===== src/hdl/abld_pkg.sv =====
// Package for the analog ladder button decoder.
// Holds machine state codes, register indexes, reset values and a helper function.
// No dependencies.
`default_nettype none

package abld_pkg;

   localparam int unsigned SAMPLE_W = 8;
   localparam int unsigned STATE_W  = 3;
   localparam int unsigned CSR_IDX_W = 3;

   // machine state codes
   localparam logic [STATE_W-1:0] ST_IDLE  = 3'd0;
   localparam logic [STATE_W-1:0] ST_JOG   = 3'd1;
   localparam logic [STATE_W-1:0] ST_CYCLE = 3'd2;
   localparam logic [STATE_W-1:0] ST_HOLD  = 3'd3;
   localparam logic [STATE_W-1:0] ST_ALARM = 3'd4;

   // register indexes
   localparam logic [CSR_IDX_W-1:0] CSR_JOG_LOW     = 3'd0;
   localparam logic [CSR_IDX_W-1:0] CSR_JOG_HIGH    = 3'd1;
   localparam logic [CSR_IDX_W-1:0] CSR_TOLERANCE   = 3'd2;
   localparam logic [CSR_IDX_W-1:0] CSR_STOP_KEY    = 3'd3;
   localparam logic [CSR_IDX_W-1:0] CSR_START_KEY   = 3'd4;
   localparam logic [CSR_IDX_W-1:0] CSR_SPINDLE_KEY = 3'd5;
   localparam logic [CSR_IDX_W-1:0] CSR_MENU_KEY    = 3'd6;
   localparam logic [CSR_IDX_W-1:0] CSR_HOME_KEY    = 3'd7;

   // register reset values
   localparam logic [SAMPLE_W-1:0] RST_JOG_LOW     = 8'd63;
   localparam logic [SAMPLE_W-1:0] RST_JOG_HIGH    = 8'd191;
   localparam logic [SAMPLE_W-1:0] RST_TOLERANCE   = 8'd2;
   localparam logic [SAMPLE_W-1:0] RST_STOP_KEY    = 8'd21;
   localparam logic [SAMPLE_W-1:0] RST_START_KEY   = 8'd58;
   localparam logic [SAMPLE_W-1:0] RST_SPINDLE_KEY = 8'd85;
   localparam logic [SAMPLE_W-1:0] RST_MENU_KEY    = 8'd105;
   localparam logic [SAMPLE_W-1:0] RST_HOME_KEY    = 8'd121;

   // feed override
   localparam logic [7:0] OVR_MIN   = 8'd50;
   localparam logic [7:0] OVR_MAX   = 8'd150;
   localparam logic [7:0] OVR_STEP  = 8'd5;
   localparam logic [7:0] OVR_RESET = 8'd100;

   // spindle commands
   localparam logic [1:0] SPIN_NONE = 2'd0;
   localparam logic [1:0] SPIN_MIN  = 2'd1;
   localparam logic [1:0] SPIN_OFF  = 2'd2;

   // button bit positions
   localparam int unsigned BIT_X_LOW   = 0;
   localparam int unsigned BIT_Y_LOW   = 1;
   localparam int unsigned BIT_X_HIGH  = 2;
   localparam int unsigned BIT_Y_HIGH  = 3;
   localparam int unsigned BIT_LATCH   = 4;
   localparam int unsigned BIT_MENU    = 5;
   localparam int unsigned BIT_START_M = 6;
   localparam int unsigned BIT_HOMING  = 7;

   function automatic logic [SAMPLE_W-1:0] abs_diff(input logic [SAMPLE_W-1:0] a,
                                                    input logic [SAMPLE_W-1:0] b);
      abs_diff = (a > b) ? (a - b) : (b - a);
   endfunction

endpackage

`default_nettype wire


===== src/hdl/analog_ladder_button_decoder_core.sv =====
// Top level of the analog ladder button decoder: input register, decode logic,
// result register, button state and configuration registers.
// Depends on abld_pkg.
//
//   channel  | ports     | direction | beat
//   ---------+-----------+-----------+-------------------------------------
//   request  | req_*     | in        | one scan of joystick and key samples
//   response | rsp_*     | out       | jog bits, override, requests
//   config   | csr_*     | in        | one register write, no handshake
//
// One beat per cycle while rsp_ready is high, through input and result register.
// The state update sits on the single path from input register to result register.
// Reset clears valid flags and button state, sets the override to 100 and reloads
// register defaults.
// With rsp_ready low the result holds, one more beat parks in the input register,
// then req_ready drops.
`default_nettype none

module analog_ladder_button_decoder_core (
   input  wire logic       clock,
   input  wire logic       reset,

   input  wire logic       req_valid,
   output logic            req_ready,
   input  wire logic [7:0] req_jog_x_sample,
   input  wire logic [7:0] req_jog_y_sample,
   input  wire logic [7:0] req_key_sample_first,
   input  wire logic [7:0] req_key_sample_second,
   input  wire logic [7:0] req_key_sample_late,
   input  wire logic [2:0] req_machine_state,
   input  wire logic       req_homing_enabled,
   input  wire logic       req_spindle_is_off,
   input  wire logic       req_ack_requests,

   output logic            rsp_valid,
   input  wire logic       rsp_ready,
   output logic [3:0]      rsp_jog_bits,
   output logic            rsp_override_held,
   output logic [7:0]      rsp_feed_override,
   output logic            rsp_replan_pulse,
   output logic            rsp_request_reset,
   output logic            rsp_request_feed_hold,
   output logic            rsp_request_cycle_start,
   output logic [1:0]      rsp_spindle_command,
   output logic [2:0]      rsp_pending_requests,

   input  wire logic       csr_write_enable,
   input  wire logic [2:0] csr_index,
   input  wire logic [7:0] csr_write_data
);

   // configuration
   logic [7:0] jog_low_ff, jog_high_ff, tol_ff;
   logic [7:0] stop_key_ff, start_key_ff, spindle_key_ff, menu_key_ff, home_key_ff;

   // input register
   logic       in_valid_ff;
   logic [7:0] x_ff, y_ff, k1_ff, k2_ff, kl_ff;
   logic [2:0] st_ff;
   logic       homing_ff, spin_off_ff, ack_ff;

   // block state
   logic [7:0] button_ff, button_in;
   logic       armed_ff, armed_in;
   logic [7:0] ovr_ff, ovr_in;

   // result register
   logic       out_valid_ff;
   logic [3:0] jog_ff;
   logic       held_ff;
   logic [7:0] feed_ff;
   logic       replan_ff, rst_ff, hold_ff, start_ff;
   logic       replan_in, rst_in, hold_in, start_in;
   logic [1:0] spin_ff, spin_in;
   logic [2:0] pend_ff;

   logic       advance;
   logic       jog_ok, ovr_ok, y_low, y_press, key_stable, conf;
   logic [8:0] ovr_up;
   logic [7:0] b;

   assign advance   = in_valid_ff && (!out_valid_ff || rsp_ready);
   assign req_ready = !in_valid_ff || advance;

   always_ff @(posedge clock) begin
      if (reset) begin
         jog_low_ff     <= abld_pkg::RST_JOG_LOW;
         jog_high_ff    <= abld_pkg::RST_JOG_HIGH;
         tol_ff         <= abld_pkg::RST_TOLERANCE;
         stop_key_ff    <= abld_pkg::RST_STOP_KEY;
         start_key_ff   <= abld_pkg::RST_START_KEY;
         spindle_key_ff <= abld_pkg::RST_SPINDLE_KEY;
         menu_key_ff    <= abld_pkg::RST_MENU_KEY;
         home_key_ff    <= abld_pkg::RST_HOME_KEY;
      end else if (csr_write_enable) begin
         unique case (csr_index)
            abld_pkg::CSR_JOG_LOW:     jog_low_ff     <= csr_write_data;
            abld_pkg::CSR_JOG_HIGH:    jog_high_ff    <= csr_write_data;
            abld_pkg::CSR_TOLERANCE:   tol_ff         <= csr_write_data;
            abld_pkg::CSR_STOP_KEY:    stop_key_ff    <= csr_write_data;
            abld_pkg::CSR_START_KEY:   start_key_ff   <= csr_write_data;
            abld_pkg::CSR_SPINDLE_KEY: spindle_key_ff <= csr_write_data;
            abld_pkg::CSR_MENU_KEY:    menu_key_ff    <= csr_write_data;
            abld_pkg::CSR_HOME_KEY:    home_key_ff    <= csr_write_data;
         endcase
      end
   end

   always_ff @(posedge clock) begin
      if (reset) begin
         in_valid_ff <= 1'b0;
      end else if (req_ready) begin
         in_valid_ff <= req_valid;
      end
   end

   always_ff @(posedge clock) begin
      if (req_valid && req_ready) begin
         x_ff        <= req_jog_x_sample;
         y_ff        <= req_jog_y_sample;
         k1_ff       <= req_key_sample_first;
         k2_ff       <= req_key_sample_second;
         kl_ff       <= req_key_sample_late;
         st_ff       <= req_machine_state;
         homing_ff   <= req_homing_enabled;
         spin_off_ff <= req_spindle_is_off;
         ack_ff      <= req_ack_requests;
      end
   end

   assign jog_ok     = (st_ff == abld_pkg::ST_IDLE) || (st_ff == abld_pkg::ST_JOG);
   assign ovr_ok     = (st_ff == abld_pkg::ST_CYCLE) || (st_ff == abld_pkg::ST_HOLD);
   assign y_low      = y_ff < jog_low_ff;
   assign y_press    = y_low || (y_ff < jog_high_ff);
   assign key_stable = abld_pkg::abs_diff(k1_ff, k2_ff) <= tol_ff;
   assign conf       = abld_pkg::abs_diff(kl_ff, k2_ff) <= tol_ff;
   assign ovr_up     = {1'b0, ovr_ff} + {1'b0, abld_pkg::OVR_STEP};

   always_comb begin
      b         = button_ff;
      armed_in  = armed_ff;
      ovr_in    = ovr_ff;
      replan_in = 1'b0;
      rst_in    = 1'b0;
      hold_in   = 1'b0;
      start_in  = 1'b0;
      spin_in   = abld_pkg::SPIN_NONE;

      if (ack_ff) begin
         b[7:5] = 3'b000;
      end

      if (x_ff < jog_low_ff) begin
         if (jog_ok) begin
            b[abld_pkg::BIT_X_HIGH] = 1'b0;
            b[abld_pkg::BIT_X_LOW]  = 1'b1;
         end
      end else if (x_ff < jog_high_ff) begin
         if (jog_ok) begin
            b[abld_pkg::BIT_X_LOW]  = 1'b0;
            b[abld_pkg::BIT_X_HIGH] = 1'b1;
         end
      end else begin
         b[abld_pkg::BIT_X_LOW]  = 1'b0;
         b[abld_pkg::BIT_X_HIGH] = 1'b0;
      end

      if (y_press) begin
         if (jog_ok) begin
            b[abld_pkg::BIT_Y_LOW]  = y_low;
            b[abld_pkg::BIT_Y_HIGH] = !y_low;
         end else if (ovr_ok && !b[abld_pkg::BIT_LATCH]) begin
            b[abld_pkg::BIT_LATCH] = 1'b1;
            if (y_low && (ovr_ff > abld_pkg::OVR_MIN)) begin
               ovr_in = (ovr_ff < (abld_pkg::OVR_MIN + abld_pkg::OVR_STEP)) ?
                        abld_pkg::OVR_MIN : (ovr_ff - abld_pkg::OVR_STEP);
               replan_in = 1'b1;
            end else if (!y_low && (ovr_ff < abld_pkg::OVR_MAX)) begin
               ovr_in = (ovr_up > {1'b0, abld_pkg::OVR_MAX}) ?
                        abld_pkg::OVR_MAX : ovr_up[7:0];
               replan_in = 1'b1;
            end
         end
      end else begin
         b[abld_pkg::BIT_Y_LOW]  = 1'b0;
         b[abld_pkg::BIT_Y_HIGH] = 1'b0;
         b[abld_pkg::BIT_LATCH]  = 1'b0;
      end

      if ((b == 8'd0) && key_stable) begin
         if (k2_ff < stop_key_ff) begin
            if (armed_ff) begin
               rst_in   = 1'b1;
               armed_in = 1'b0;
            end
         end else if (k2_ff < start_key_ff) begin
            if (armed_ff) begin
               if (st_ff == abld_pkg::ST_IDLE) begin
                  if (conf) begin
                     b[abld_pkg::BIT_START_M] = 1'b1;
                     armed_in = 1'b0;
                  end
               end else begin
                  hold_in  = (st_ff == abld_pkg::ST_CYCLE);
                  start_in = (st_ff == abld_pkg::ST_HOLD);
                  armed_in = 1'b0;
               end
            end
         end else if (k2_ff < spindle_key_ff) begin
            if (armed_ff) begin
               if (st_ff == abld_pkg::ST_IDLE) begin
                  if (conf) begin
                     spin_in  = spin_off_ff ? abld_pkg::SPIN_MIN : abld_pkg::SPIN_OFF;
                     armed_in = 1'b0;
                  end
               end else begin
                  armed_in = 1'b0;
               end
            end
         end else if (k2_ff < menu_key_ff) begin
            if (armed_ff) begin
               if (st_ff == abld_pkg::ST_IDLE) begin
                  if (conf) begin
                     b[abld_pkg::BIT_MENU] = 1'b1;
                     armed_in = 1'b0;
                  end
               end else begin
                  armed_in = 1'b0;
               end
            end
         end else if (k2_ff < home_key_ff) begin
            if (armed_ff) begin
               if (homing_ff && ((st_ff == abld_pkg::ST_IDLE) ||
                                 (st_ff == abld_pkg::ST_ALARM))) begin
                  if (conf) begin
                     b[abld_pkg::BIT_HOMING] = 1'b1;
                     armed_in = 1'b0;
                  end
               end else begin
                  armed_in = 1'b0;
               end
            end
         end else begin
            armed_in = 1'b1;
         end
      end

      button_in = b;
   end

   always_ff @(posedge clock) begin
      if (reset) begin
         button_ff    <= 8'd0;
         armed_ff     <= 1'b0;
         ovr_ff       <= abld_pkg::OVR_RESET;
         out_valid_ff <= 1'b0;
      end else begin
         if (advance) begin
            button_ff <= button_in;
            armed_ff  <= armed_in;
            ovr_ff    <= ovr_in;
         end
         if (advance) begin
            out_valid_ff <= 1'b1;
         end else if (rsp_ready) begin
            out_valid_ff <= 1'b0;
         end
      end
   end

   always_ff @(posedge clock) begin
      if (advance) begin
         jog_ff    <= button_in[3:0];
         held_ff   <= button_in[abld_pkg::BIT_LATCH];
         feed_ff   <= ovr_in;
         replan_ff <= replan_in;
         rst_ff    <= rst_in;
         hold_ff   <= hold_in;
         start_ff  <= start_in;
         spin_ff   <= spin_in;
         pend_ff   <= button_in[7:5];
      end
   end

   assign rsp_valid               = out_valid_ff;
   assign rsp_jog_bits            = jog_ff;
   assign rsp_override_held       = held_ff;
   assign rsp_feed_override       = feed_ff;
   assign rsp_replan_pulse        = replan_ff;
   assign rsp_request_reset       = rst_ff;
   assign rsp_request_feed_hold   = hold_ff;
   assign rsp_request_cycle_start = start_ff;
   assign rsp_spindle_command     = spin_ff;
   assign rsp_pending_requests    = pend_ff;

`ifndef SYNTH
   a_ovr_range: assert property (@(posedge clock) disable iff (reset)
      (ovr_ff >= abld_pkg::OVR_MIN) && (ovr_ff <= abld_pkg::OVR_MAX))
      else $error("feed override out of range");

   a_one_action: assert property (@(posedge clock) disable iff (reset)
      rsp_valid |-> $onehot0({rsp_request_reset, rsp_request_feed_hold,
                              rsp_request_cycle_start,
                              rsp_spindle_command != abld_pkg::SPIN_NONE}))
      else $error("more than one key action in one beat");

   a_in_hold: assert property (@(posedge clock) disable iff (reset)
      (in_valid_ff && !advance) |=> (in_valid_ff && $stable(x_ff) && $stable(k2_ff)))
      else $error("parked input beat lost");

   a_key_needs_free: assert property (@(posedge clock) disable iff (reset)
      (advance && (armed_in != armed_ff)) |-> (button_in[4:0] == 5'd0))
      else $error("key ladder acted while buttons held");
`endif

endmodule

`default_nettype wire


===== config.mk =====
export PLATFORM = sky130hd
export DESIGN_NAME = analog_ladder_button_decoder_core
export DESIGN_NICKNAME = d
export VERILOG_FILES = /design/src/hdl/abld_pkg.sv /design/src/hdl/analog_ladder_button_decoder_core.sv
export SDC_FILE = /design/constraint.sdc
export NUM_CORES = 1
export LEC_CHECK = 0
export ABC_AREA = 1
export BUFFER_PORTS_ARGS = -buffer_cell sky130_fd_sc_hd__buf_2
export CORE_ASPECT_RATIO = 1.75
export CORE_MARGIN = 4
export CORE_UTILIZATION = 47
export CTS_BUF_LIST = sky130_fd_sc_hd__clkbuf_8 sky130_fd_sc_hd__clkbuf_16
export CTS_CLUSTER_DIAMETER = 120
export DETAILED_ROUTE_END_ITERATION = 10
export PLACE_DENSITY = 0.65
export SYNTH_ARGS = -nofsm -noshare
export SYNTH_HDL_FRONTEND = slang
export SYNTH_SLANG_ARGS = --single-unit

===== constraint.sdc =====
create_clock -name clock -period 9 [get_ports clock]
set_clock_uncertainty 0.2 [all_clocks]
set_input_delay 0.9 -clock clock [delete_from_list [all_inputs] [get_ports clock]]
set_output_delay 0.9 -clock clock [all_outputs]
set_load 0.02 [all_outputs]

==> results.toml, run 1 <==
[status]
status = "finished, final reports clean"

[floorplanning]
rows = 68
initial_core_util = 0.476
core-area_um2 = 19700
die_y_um = 195
die-area_um2 = 22400
io_pins = 86
die_w_um = 115

[global_route]
grt.overflow.total = 0
antenna_found_initial = 0
grt_pass1_wl_um = 38000
first_global_vias = 7748
grt_max_degree = 66
grt_usage = 0.217

[detailed_routing]
wire_per_inst_um = 15.8
vias_per_cell = 5.17
antenna_left = 0
drc = 0
wirelength_um = 23500
vias = 7693
dr.pass1.iters = 4
drt_iter0_drc = 296

[sta]
hold_viol_final = 0
tightest_slew_ns = 1.04
maxSlewViolCount = 0
fin_setup_tns_ns = 0
period_share = 0.496
rsz0062_at_grt = "no"
min_period_ns = 4.46
max_freq_mhz = 224
setup-violations-final = 0
timing.slew.headroom = 0.306

[worst_setup_path]
worstSetupPathType = "reg2reg"
worstPathArrival_ns = 4.54
cp.required_ns = 9.08
start_kind = "flip-flop"
r2r_setup_slack_ns = 4.54
worst_setup_path_end_kind = "flip-flop"
path_max_fanout = 11

[yosys]
syn_nets = 1325
yosysUniqueCellTypes = 55
synth-edff-count = 68
synth.avg_cell_area_um2 = 8.20
synthMostInstantiatedCell = "nand2_1"
synth.cell_area_um2 = 9400
synth_top_area_share = 0.217
syn_inst = 1146
async_flop_share = 0
yosysWarnings = 0
ys_top_cells_by_count = "nand2_1, inv_1, ha_1, a21oi_1, dfxtp_1"
synth.area.top_cells = "edfxtp_1, dfxtp_1, ha_1"
synth_seq_cells = 151
synth_flop_cell = "dfxtp_1"
yosysSeqAreaShare = 0.394
yosysTopAreaCell = "edfxtp_1"

[clocking]
cts_sinks = 151
cts_setup_buffers = 0
cts_tree = "yes"
clk_latency_ns = 0.42
path_clk_slew_ns = 0.06
ctsResizeCount = 0
root_buffer = "clkbuf_16"
numCtsBuffers = 17
htree_levels = 4
clock_path_buffers = 2
ctsHoldBuffers = 0

[place]
io_buffers = 85
place_hpwl_um = 18300
dp_cells = 1455
routabilityCongestion = 0.904

[worst_hold_path]
hold_path_class = "reg2reg"

[layout]
utilization = 0.540
nets = 1408
layout-drive-gt1-share = 0.145
antennaDiodeCount = 0
area_growth_pct = 13.4
fin_cells = 1487

[pwr]
leakagePower_uw = 0.00526
p_per_area_nw_per_um2 = 179
ir_drop_v = 0.000140

[run]
drv_cap = 0
-- path summary, 6_finish.rpt --
| kind | from | endpoint | cells after the start |
|---|---|---|---|
| hold reg to reg | stop_key_ff[0] | stop_key_ff[0] | 2 |
| setup / recovery | k2_ff[2] | rsp_spindle_command[1] | 20 |
| setup reg to reg | k2_ff[2] | rsp_spindle_command[1] | 20 |
| hold / removal | stop_key_ff[0] | stop_key_ff[0] | 2 |
-- metrics by stage --
stage               hold WS (ns)  area (µm²)  setup slack [ns]  total power [µW]
finish                     0.263       10700              4.54              1900
global route               0.289       10700              4.06              2010
CTS                        0.264       10700              4.57              1920
detailed placement         0.248       10000              4.58              1170
global placement           0.248       10000              4.64              1170
floorplan                  0.229        9400              5.40              1070
-- kinds of logic after synthesis --
kind of cell / count (synthesis) / share of synthesized area
buffers and inverters: 226 / 0.0952
AOI/OAI and AO/OA: 228 / 0.141
xor gates and xnor gates: 19 / 0.0177
DFF: 151 / 0.394
and+or+nand+nor: 398 / 0.183
muxes: 7 / 0.00919
adders and majority gates: 117 / 0.159
-- worst max-delay path, stage by stage (launching register included) --
cell and delay [ns]:
edfxtp_1 0.56, ha_1 0.51, nand2_2 0.09, inv_2 0.09, nand3_1 0.12, o31ai_2 0.90, mux2_1 0.40, ha_1 0.30
inv_1 0.06, o21bai_1 0.06, nand2_1 0.06, nand2_1 0.04, nand2_1 0.06, nand2_1 0.05, nand2_1 0.09, nand2_1 0.08
a21oi_1 0.12, nand2_1 0.08, nor2_1 0.22, nand2_1 0.12, nor2_1 0.11
-- layer usage --
metal / up-vias / GRT usage / wire (µm)
met5: - / 0 / 0
met4: 0 / 0.0914 / 869
met3: 55 / 0.0360 / 683
met2: 149 / 0.434 / 13600
met1: 3564 / 0.209 / 8270
li1: 3925 / - / -
-- final cells by class --
class                           instances  area [µm²]
Timing Repair Buffer                   89         455
Tap cell                              245         307
Multi-Input combinational cell        769        4800
Clock inverter                          7        61.3
Clock buffer                           25         569
Fill cell                            1885        9090
Sequential cell                       151        3700
Inverter                              201         758
-- report_power, final --
part / internal [µW] / total (µW) / switching (µW)
logic: 144 / 380 / 237
clock network: 465 / 743 / 278
registers: 755 / 780 / 25.2
-- cells in the final DEF, fill, tap and decap left out, types with 10 or more instances in the layout --
cell and count:
a21oi_1 102, buf_2 85, clkbuf_16 20, dfxtp_1 83, edfxtp_1 68, ha_1 113, inv_1 188, inv_2 10
nand2_1 250, nand2_2 11, nand3_1 44, nor2_1 59, o211ai_1 27, o21ai_0 55, xor2_1 14
No activity file was read; power rests on OpenSTA's default activity.
==> run 2, diff against run 1 <==
- PLACE_DENSITY: 0.65 -> 0.68
- clock period: 9 -> 3.6 ns (I/O delays scaled with it)
==> run 2 against run 1 <==
Net effect:
- the flow now finishes with violations (setup timing)
- power rose to 2.6 times the previous value
- sequential share of layout area fell by 3.8 points
- count of clock-buffer cells in the layout fell by 3
- non-clock buffer count rose by 115
- register-to-register slack got worse by 4.6 ns
- die area did not move
- via count rose by 7.5%
- critical path type unchanged
==> results.toml, run 2 (same netlist as run 1, synthesis figures left out) <==
[layout]
fin_cells = 1603
antennaDiodeCount = 0
area_growth_pct = 27.1
nets = 1524
final_common_cell = "nand2_1"
layout-drive-gt1-share = 0.225
fillerInstances = 1761
most-common-layout-cells = "nand2_1, inv_1, ha_1"

[detailed_routing]
drc = 0
wire_per_inst_um = 15.4
drt_iter0_drc = 306
antenna_left = 0
vias_per_cell = 5.16
dr.pass1.iters = 5
vias = 8271
wirelength_um = 24800

[worst_setup_path]
crit_slowest_cell = "edfxtp_1"
worstPathArrival_ns = 3.86
worst_setup_path_end_kind = "flip-flop"
r2r_setup_slack_ns = -0.08
critPathMaxStageDelay_ns = 0.42
critPathTopFamily = "simple AND/OR/NAND/NOR gates"
crit_buf_inv = 5
path_max_fanout = 4
start_kind = "flip-flop"
worstSetupPathType = "reg2reg"
cp.required_ns = 3.78

[clocking]
cts_sinks = 151
cts_tree = "yes"
clock_path_buffers = 2
path_clk_slew_ns = 0.06
htree_levels = 4
root_buffer = "clkbuf_16"
numCtsBuffers = 17
clk_latency_ns = 0.43

[sta]
setup_slack_ns = -0.0810
max_freq_mhz = 272
hold_ws_ns = 0.0218
timing.slew.headroom = 0.507
tightest_slew_ns = 0.737
setup-violations-final = 9
hold_viol_final = 0
min_period_ns = 3.68
rsz0062_at_grt = "yes"
maxSlewViolCount = 0
period_share = 1.02

[floorplanning]
io_pins = 86
die_y_um = 195
rows = 68
die_w_um = 115
die-area_um2 = 22400
core-area_um2 = 19700
initial_core_util = 0.476

[global_route]
grt.overflow.total = 0
antenna_found_initial = 0
first_global_vias = 8391
grt_pass1_wl_um = 40300
grt_usage = 0.229
grt_max_degree = 63

[pwr]
ir_drop_v = 0.000334
leakagePower_uw = 0.00581
p_per_area_nw_per_um2 = 419

[place]
routabilityCongestion = 0.941
io_buffers = 85
place_hpwl_um = 18700
dp_cells = 1509

[worst_hold_path]
hold_path_class = "in2reg"

[status]
violations = "setup timing"
status = "finished, violations left"

[run]
drv_cap = 0
## run 2: cell types whose count changed in the layout (fill, tap and decap cells not counted), moves of 9 or more
cell	delta
buf_4	+66
nand2_1	-12
dlygate4sd3_1	+46
inv_2	+9
nand2_2	+11
inv_1	-9
ha_4	+11
ha_1	-11
## run 2: what timing repair did
action | CTS | global route
pin swaps | 8 | 18
buffers inserted | 9 | 6
hold endpoints to repair | 46 | 0
cloned | 1 | 0
endpoints found under the setup margin | 12 | 12
hold buffers | 46 | 0
resized for setup | 39 | 37
## run 2: final timing paths
kind / start / endpoint / depth (start not counted)
max: kl_ff[0] / button_ff[5] / 27
min: rsp_ready / rsp_valid / 4
max reg2reg: kl_ff[0] / button_ff[5] / 27
min reg2reg: menu_key_ff[7] / menu_key_ff[7] / 2
## run 2: final cells by class
type                            instances  area [µm²]  area share
Clock buffer                           22         528      0.0442
Clock inverter                         10        87.6     0.00733
Inverter                              201         758      0.0635
Multi-Input combinational cell        770        5120       0.428
Sequential cell                       151        3700       0.310
Tap cell                              245         307      0.0257
Timing Repair Buffer                  204        1450       0.121
## run 2: routing by layer
layer / wire length [µm] / up-vias / GRT usage / part of all wire
met3: 535 / 80 / 0.0279 / 0.022
met4: 1280 / 0 / 0.135 / 0.052
li1: - / 4170 / - / -
met5: 0 / - / 0 / 0
met2: 14100 / 164 / 0.439 / 0.57
met1: 8850 / 3857 / 0.226 / 0.36
## run 2: report_power, final
part	leakage (µW)	switching [µW]	internal [µW]
logic	0.00416	705	535
registers	0.00134	52.0	1890
clock network	0.000311	715	1110
## run 2: metrics by stage
| stage | worst slack [ns] | cell area, µm² | TNS [ns] | total power (µW) | util |
|---|---|---|---|---|---|
| after global placement | -0.205 | 10400 | -1.88 | 3000 | 0.528 |
| after floorplan | 0.000432 | 9400 | 0 | 2670 | - |
| after detailed placement | -0.309 | 10400 | -2.89 | 3020 | 0.528 |
| final | -0.0810 | 11900 | -0.383 | 5000 | 0.605 |
| after global routing | -0.354 | 11900 | -3.64 | 5260 | 0.605 |
| after CTS | -0.0613 | 11700 | -0.238 | 4970 | 0.595 |
## run 2: worst min-delay path: stages
cell and delay, ns:
buf_2 0.07, inv_1 0.04, nand2_1 0.06, a21oi_1 0.06
==> run 3, diff against run 2 <==
- CELL_PAD_IN_SITES_DETAIL_PLACEMENT: default -> 1
- CELL_PAD_IN_SITES_GLOBAL_PLACEMENT: default -> 1
- CORE_UTILIZATION: 47 -> 41
- PLACE_DENSITY: 0.68 -> default
- PLACE_DENSITY_LB_ADDON: default -> 0.1
- RECOVER_POWER: default -> 50
==> run 3 against run 2 <==
Net effect:
- the run still ends with setup timing left
- sequential power barely moved
- clock power barely moved
- via count up 1.3%
- setup slack got worse by 0.071 ns
- utilization shrank 7.6 points
- combinational power increased by 6%
- sequential cell count did not move
- maximum frequency fell by 1.9%
- critical endpoint is now rsp_request_cycle_start
- largest cell class unchanged
==> results.toml, run 3 (same netlist as run 1, synthesis figures left out) <==
[clocking]
cts_sinks = 151
clk_latency_ns = 0.45
htree_levels = 4
numCtsBuffers = 17
root_buffer = "clkbuf_16"
path_clk_slew_ns = 0.06
clock_path_buffers = 2
cts_tree = "yes"

[worst_setup_path]
start_kind = "flip-flop"
path_max_fanout = 4
cp.required_ns = 3.71
r2r_setup_slack_ns = -0.15
worstReg2RegEnd = "rsp_request_cycle_start"
crit-reg2reg-launch = "k2_ff[0]"
worstPathArrival_ns = 3.87
critPathCapture = "rsp_request_cycle_start"
crit_path_start = "k2_ff[0]"
worst_setup_path_end_kind = "flip-flop"
rr_worst_depth = 23
worstSetupPathType = "reg2reg"

[floorplanning]
initial_core_util = 0.415
die_w_um = 122
die-area_um2 = 25500
core-area_um2 = 22700
die_y_um = 208
rows = 73
io_pins = 86

[detailed_routing]
vias_per_cell = 5.04
vias = 8381
wirelength_um = 28900
dr.pass1.iters = 4
wire_per_inst_um = 17.4
drc = 0
antenna_left = 0
drt_iter0_drc = 258

[pwr]
leakagePower_uw = 0.00573
p_per_area_nw_per_um2 = 421
power.internal_uw = 3500
p_total_uw = 5050
pwr-share-seq = 0.384
ir_drop_v = 0.000338
switchingPower_uw = 1550
power_frac_comb = 0.261
switching_share = 0.307
clockPowerShare = 0.355

[layout]
nets = 1530
postLayoutCellArea_um2 = 12000
most-common-layout-cells = "nand2_1, inv_1, ha_1"
antennaDiodeCount = 0
final_common_cell = "nand2_1"
fin_cells = 1664
area_growth_pct = 27.6
layout-drive-gt1-share = 0.212

[place]
place_hpwl_um = 21700
dpl-instance-area_um2 = 10500
dp_cells = 1571
routabilityCongestion = 0.877
io_buffers = 85
pre_cts_slack_ns = -0.264

[global_route]
grt_usage = 0.236
grt_max_degree = 49
antenna_found_initial = 0
first_global_vias = 9001
grt_pass1_wl_um = 45900
grt.overflow.total = 0

[run]
drv_cap = 0

[status]
violations = "setup timing"
status = "finished, violations left"

[sta]
max_freq_mhz = 267
hold_ws_ns = 0.0729
rsz0062_at_grt = "yes"
min_period_ns = 3.75
tightest_slew_ns = 1.15
hold_viol_final = 0
timing.slew.headroom = 0.231
setup_slack_ns = -0.152
setup-violations-final = 12
period_share = 1.04
maxSlewViolCount = 0

[worst_hold_path]
min_path_cells = 3
hold_path_class = "in2reg"
## run 3: cell types whose count changed in the layout (fill, tap and decap cells not counted), moves of 3 or more
cell and change:
nand2_2 +6, clkbuf_16 -3, ha_4 -3, buf_2 -31, nor2_1 -4, clkbuf_1 +33
nand2_1 -6, nand3_1 -5, nor2_2 +3, nand3_2 +5
## run 3: final cells by class
| type | count | area [µm²] |
|---|---|---|
| inverters | 201 | 758 |
| multi-input cells | 769 | 5100 |
| repair buffers | 211 | 1470 |
| fillers | 2772 | 10700 |
| clock buffers | 19 | 453 |
| well taps | 300 | 375 |
| clock inverters | 13 | 129 |
| flip-flops and latches | 151 | 3700 |
## run 3: how the worst min path moves through the flow
stage | from | endpoint | slack, ns
2_1_floorplan | home_key_ff[0] | home_key_ff[0] | 0.23
3_3_place_gp | stop_key_ff[0] | stop_key_ff[0] | 0.24
3_5_place_dp | home_key_ff[0] | home_key_ff[0] | 0.25
4_1_cts | csr_write_data[1] | start_key_ff[1] | 0.06
5_1_grt | csr_write_data[0] | spindle_key_ff[0] | 0.09
6_report | csr_write_data[1] | start_key_ff[1] | 0.07
## run 3: repair_timing
action | 4_1_cts | 5_1_grt
setup endpoints to repair | 12 | 12
hold buffers | 48 | 0
buffers inserted | 5 | 8
resized for setup | 48 | 38
pin swaps | 26 | 24
endpoints found under the hold margin | 48 | 0
## run 3: layer usage
metal / part of all wire / GRT usage
met5: 0 / 0
met2: 0.59 / 0.472
met3: 0.020 / 0.0343
met4: 0.044 / 0.121
met1: 0.34 / 0.221
## run 3: worst max-delay path, stage by stage (launching register included)
cell	delay [ns]
edfxtp_1	0.46
ha_2	0.23
inv_2	0.04
fa_2	0.35
nand2_2	0.09
nand2_2	0.06
a21boi_2	0.17
o21ai_2	0.07
o31ai_2	0.08
buf_4	0.21
buf_12	0.11
mux2_4	0.29
inv_2	0.07
ha_4	0.19
a21oi_2	0.13
o21a_1	0.12
nand2_1	0.05
nand2_2	0.07
nand2_2	0.07
a21oi_2	0.11
nand2_2	0.08
nor2_4	0.17
nand3_2	0.09
nor2_1	0.09
## run 3: power by group through the flow
stage	combinational (µW)	clock (µW)	sequential, µW
after CTS	1250	1840	1940
after detailed placement	1100	0	1980
after global placement	1070	0	1980
after global routing	1470	1910	1950
after floorplan	691	0	1980
final	1320	1790	1940
## run 3: per-stage QoR
| step | TNS [ns] | utilization |
|---|---|---|
| after global routing | -4.13 | 0.529 |
| after detailed placement | -2.46 | 0.466 |
| after floorplan | 0 | - |
| after global placement | -1.45 | 0.466 |
| final | -1.30 | 0.529 |
| after CTS | -0.777 | 0.524 |
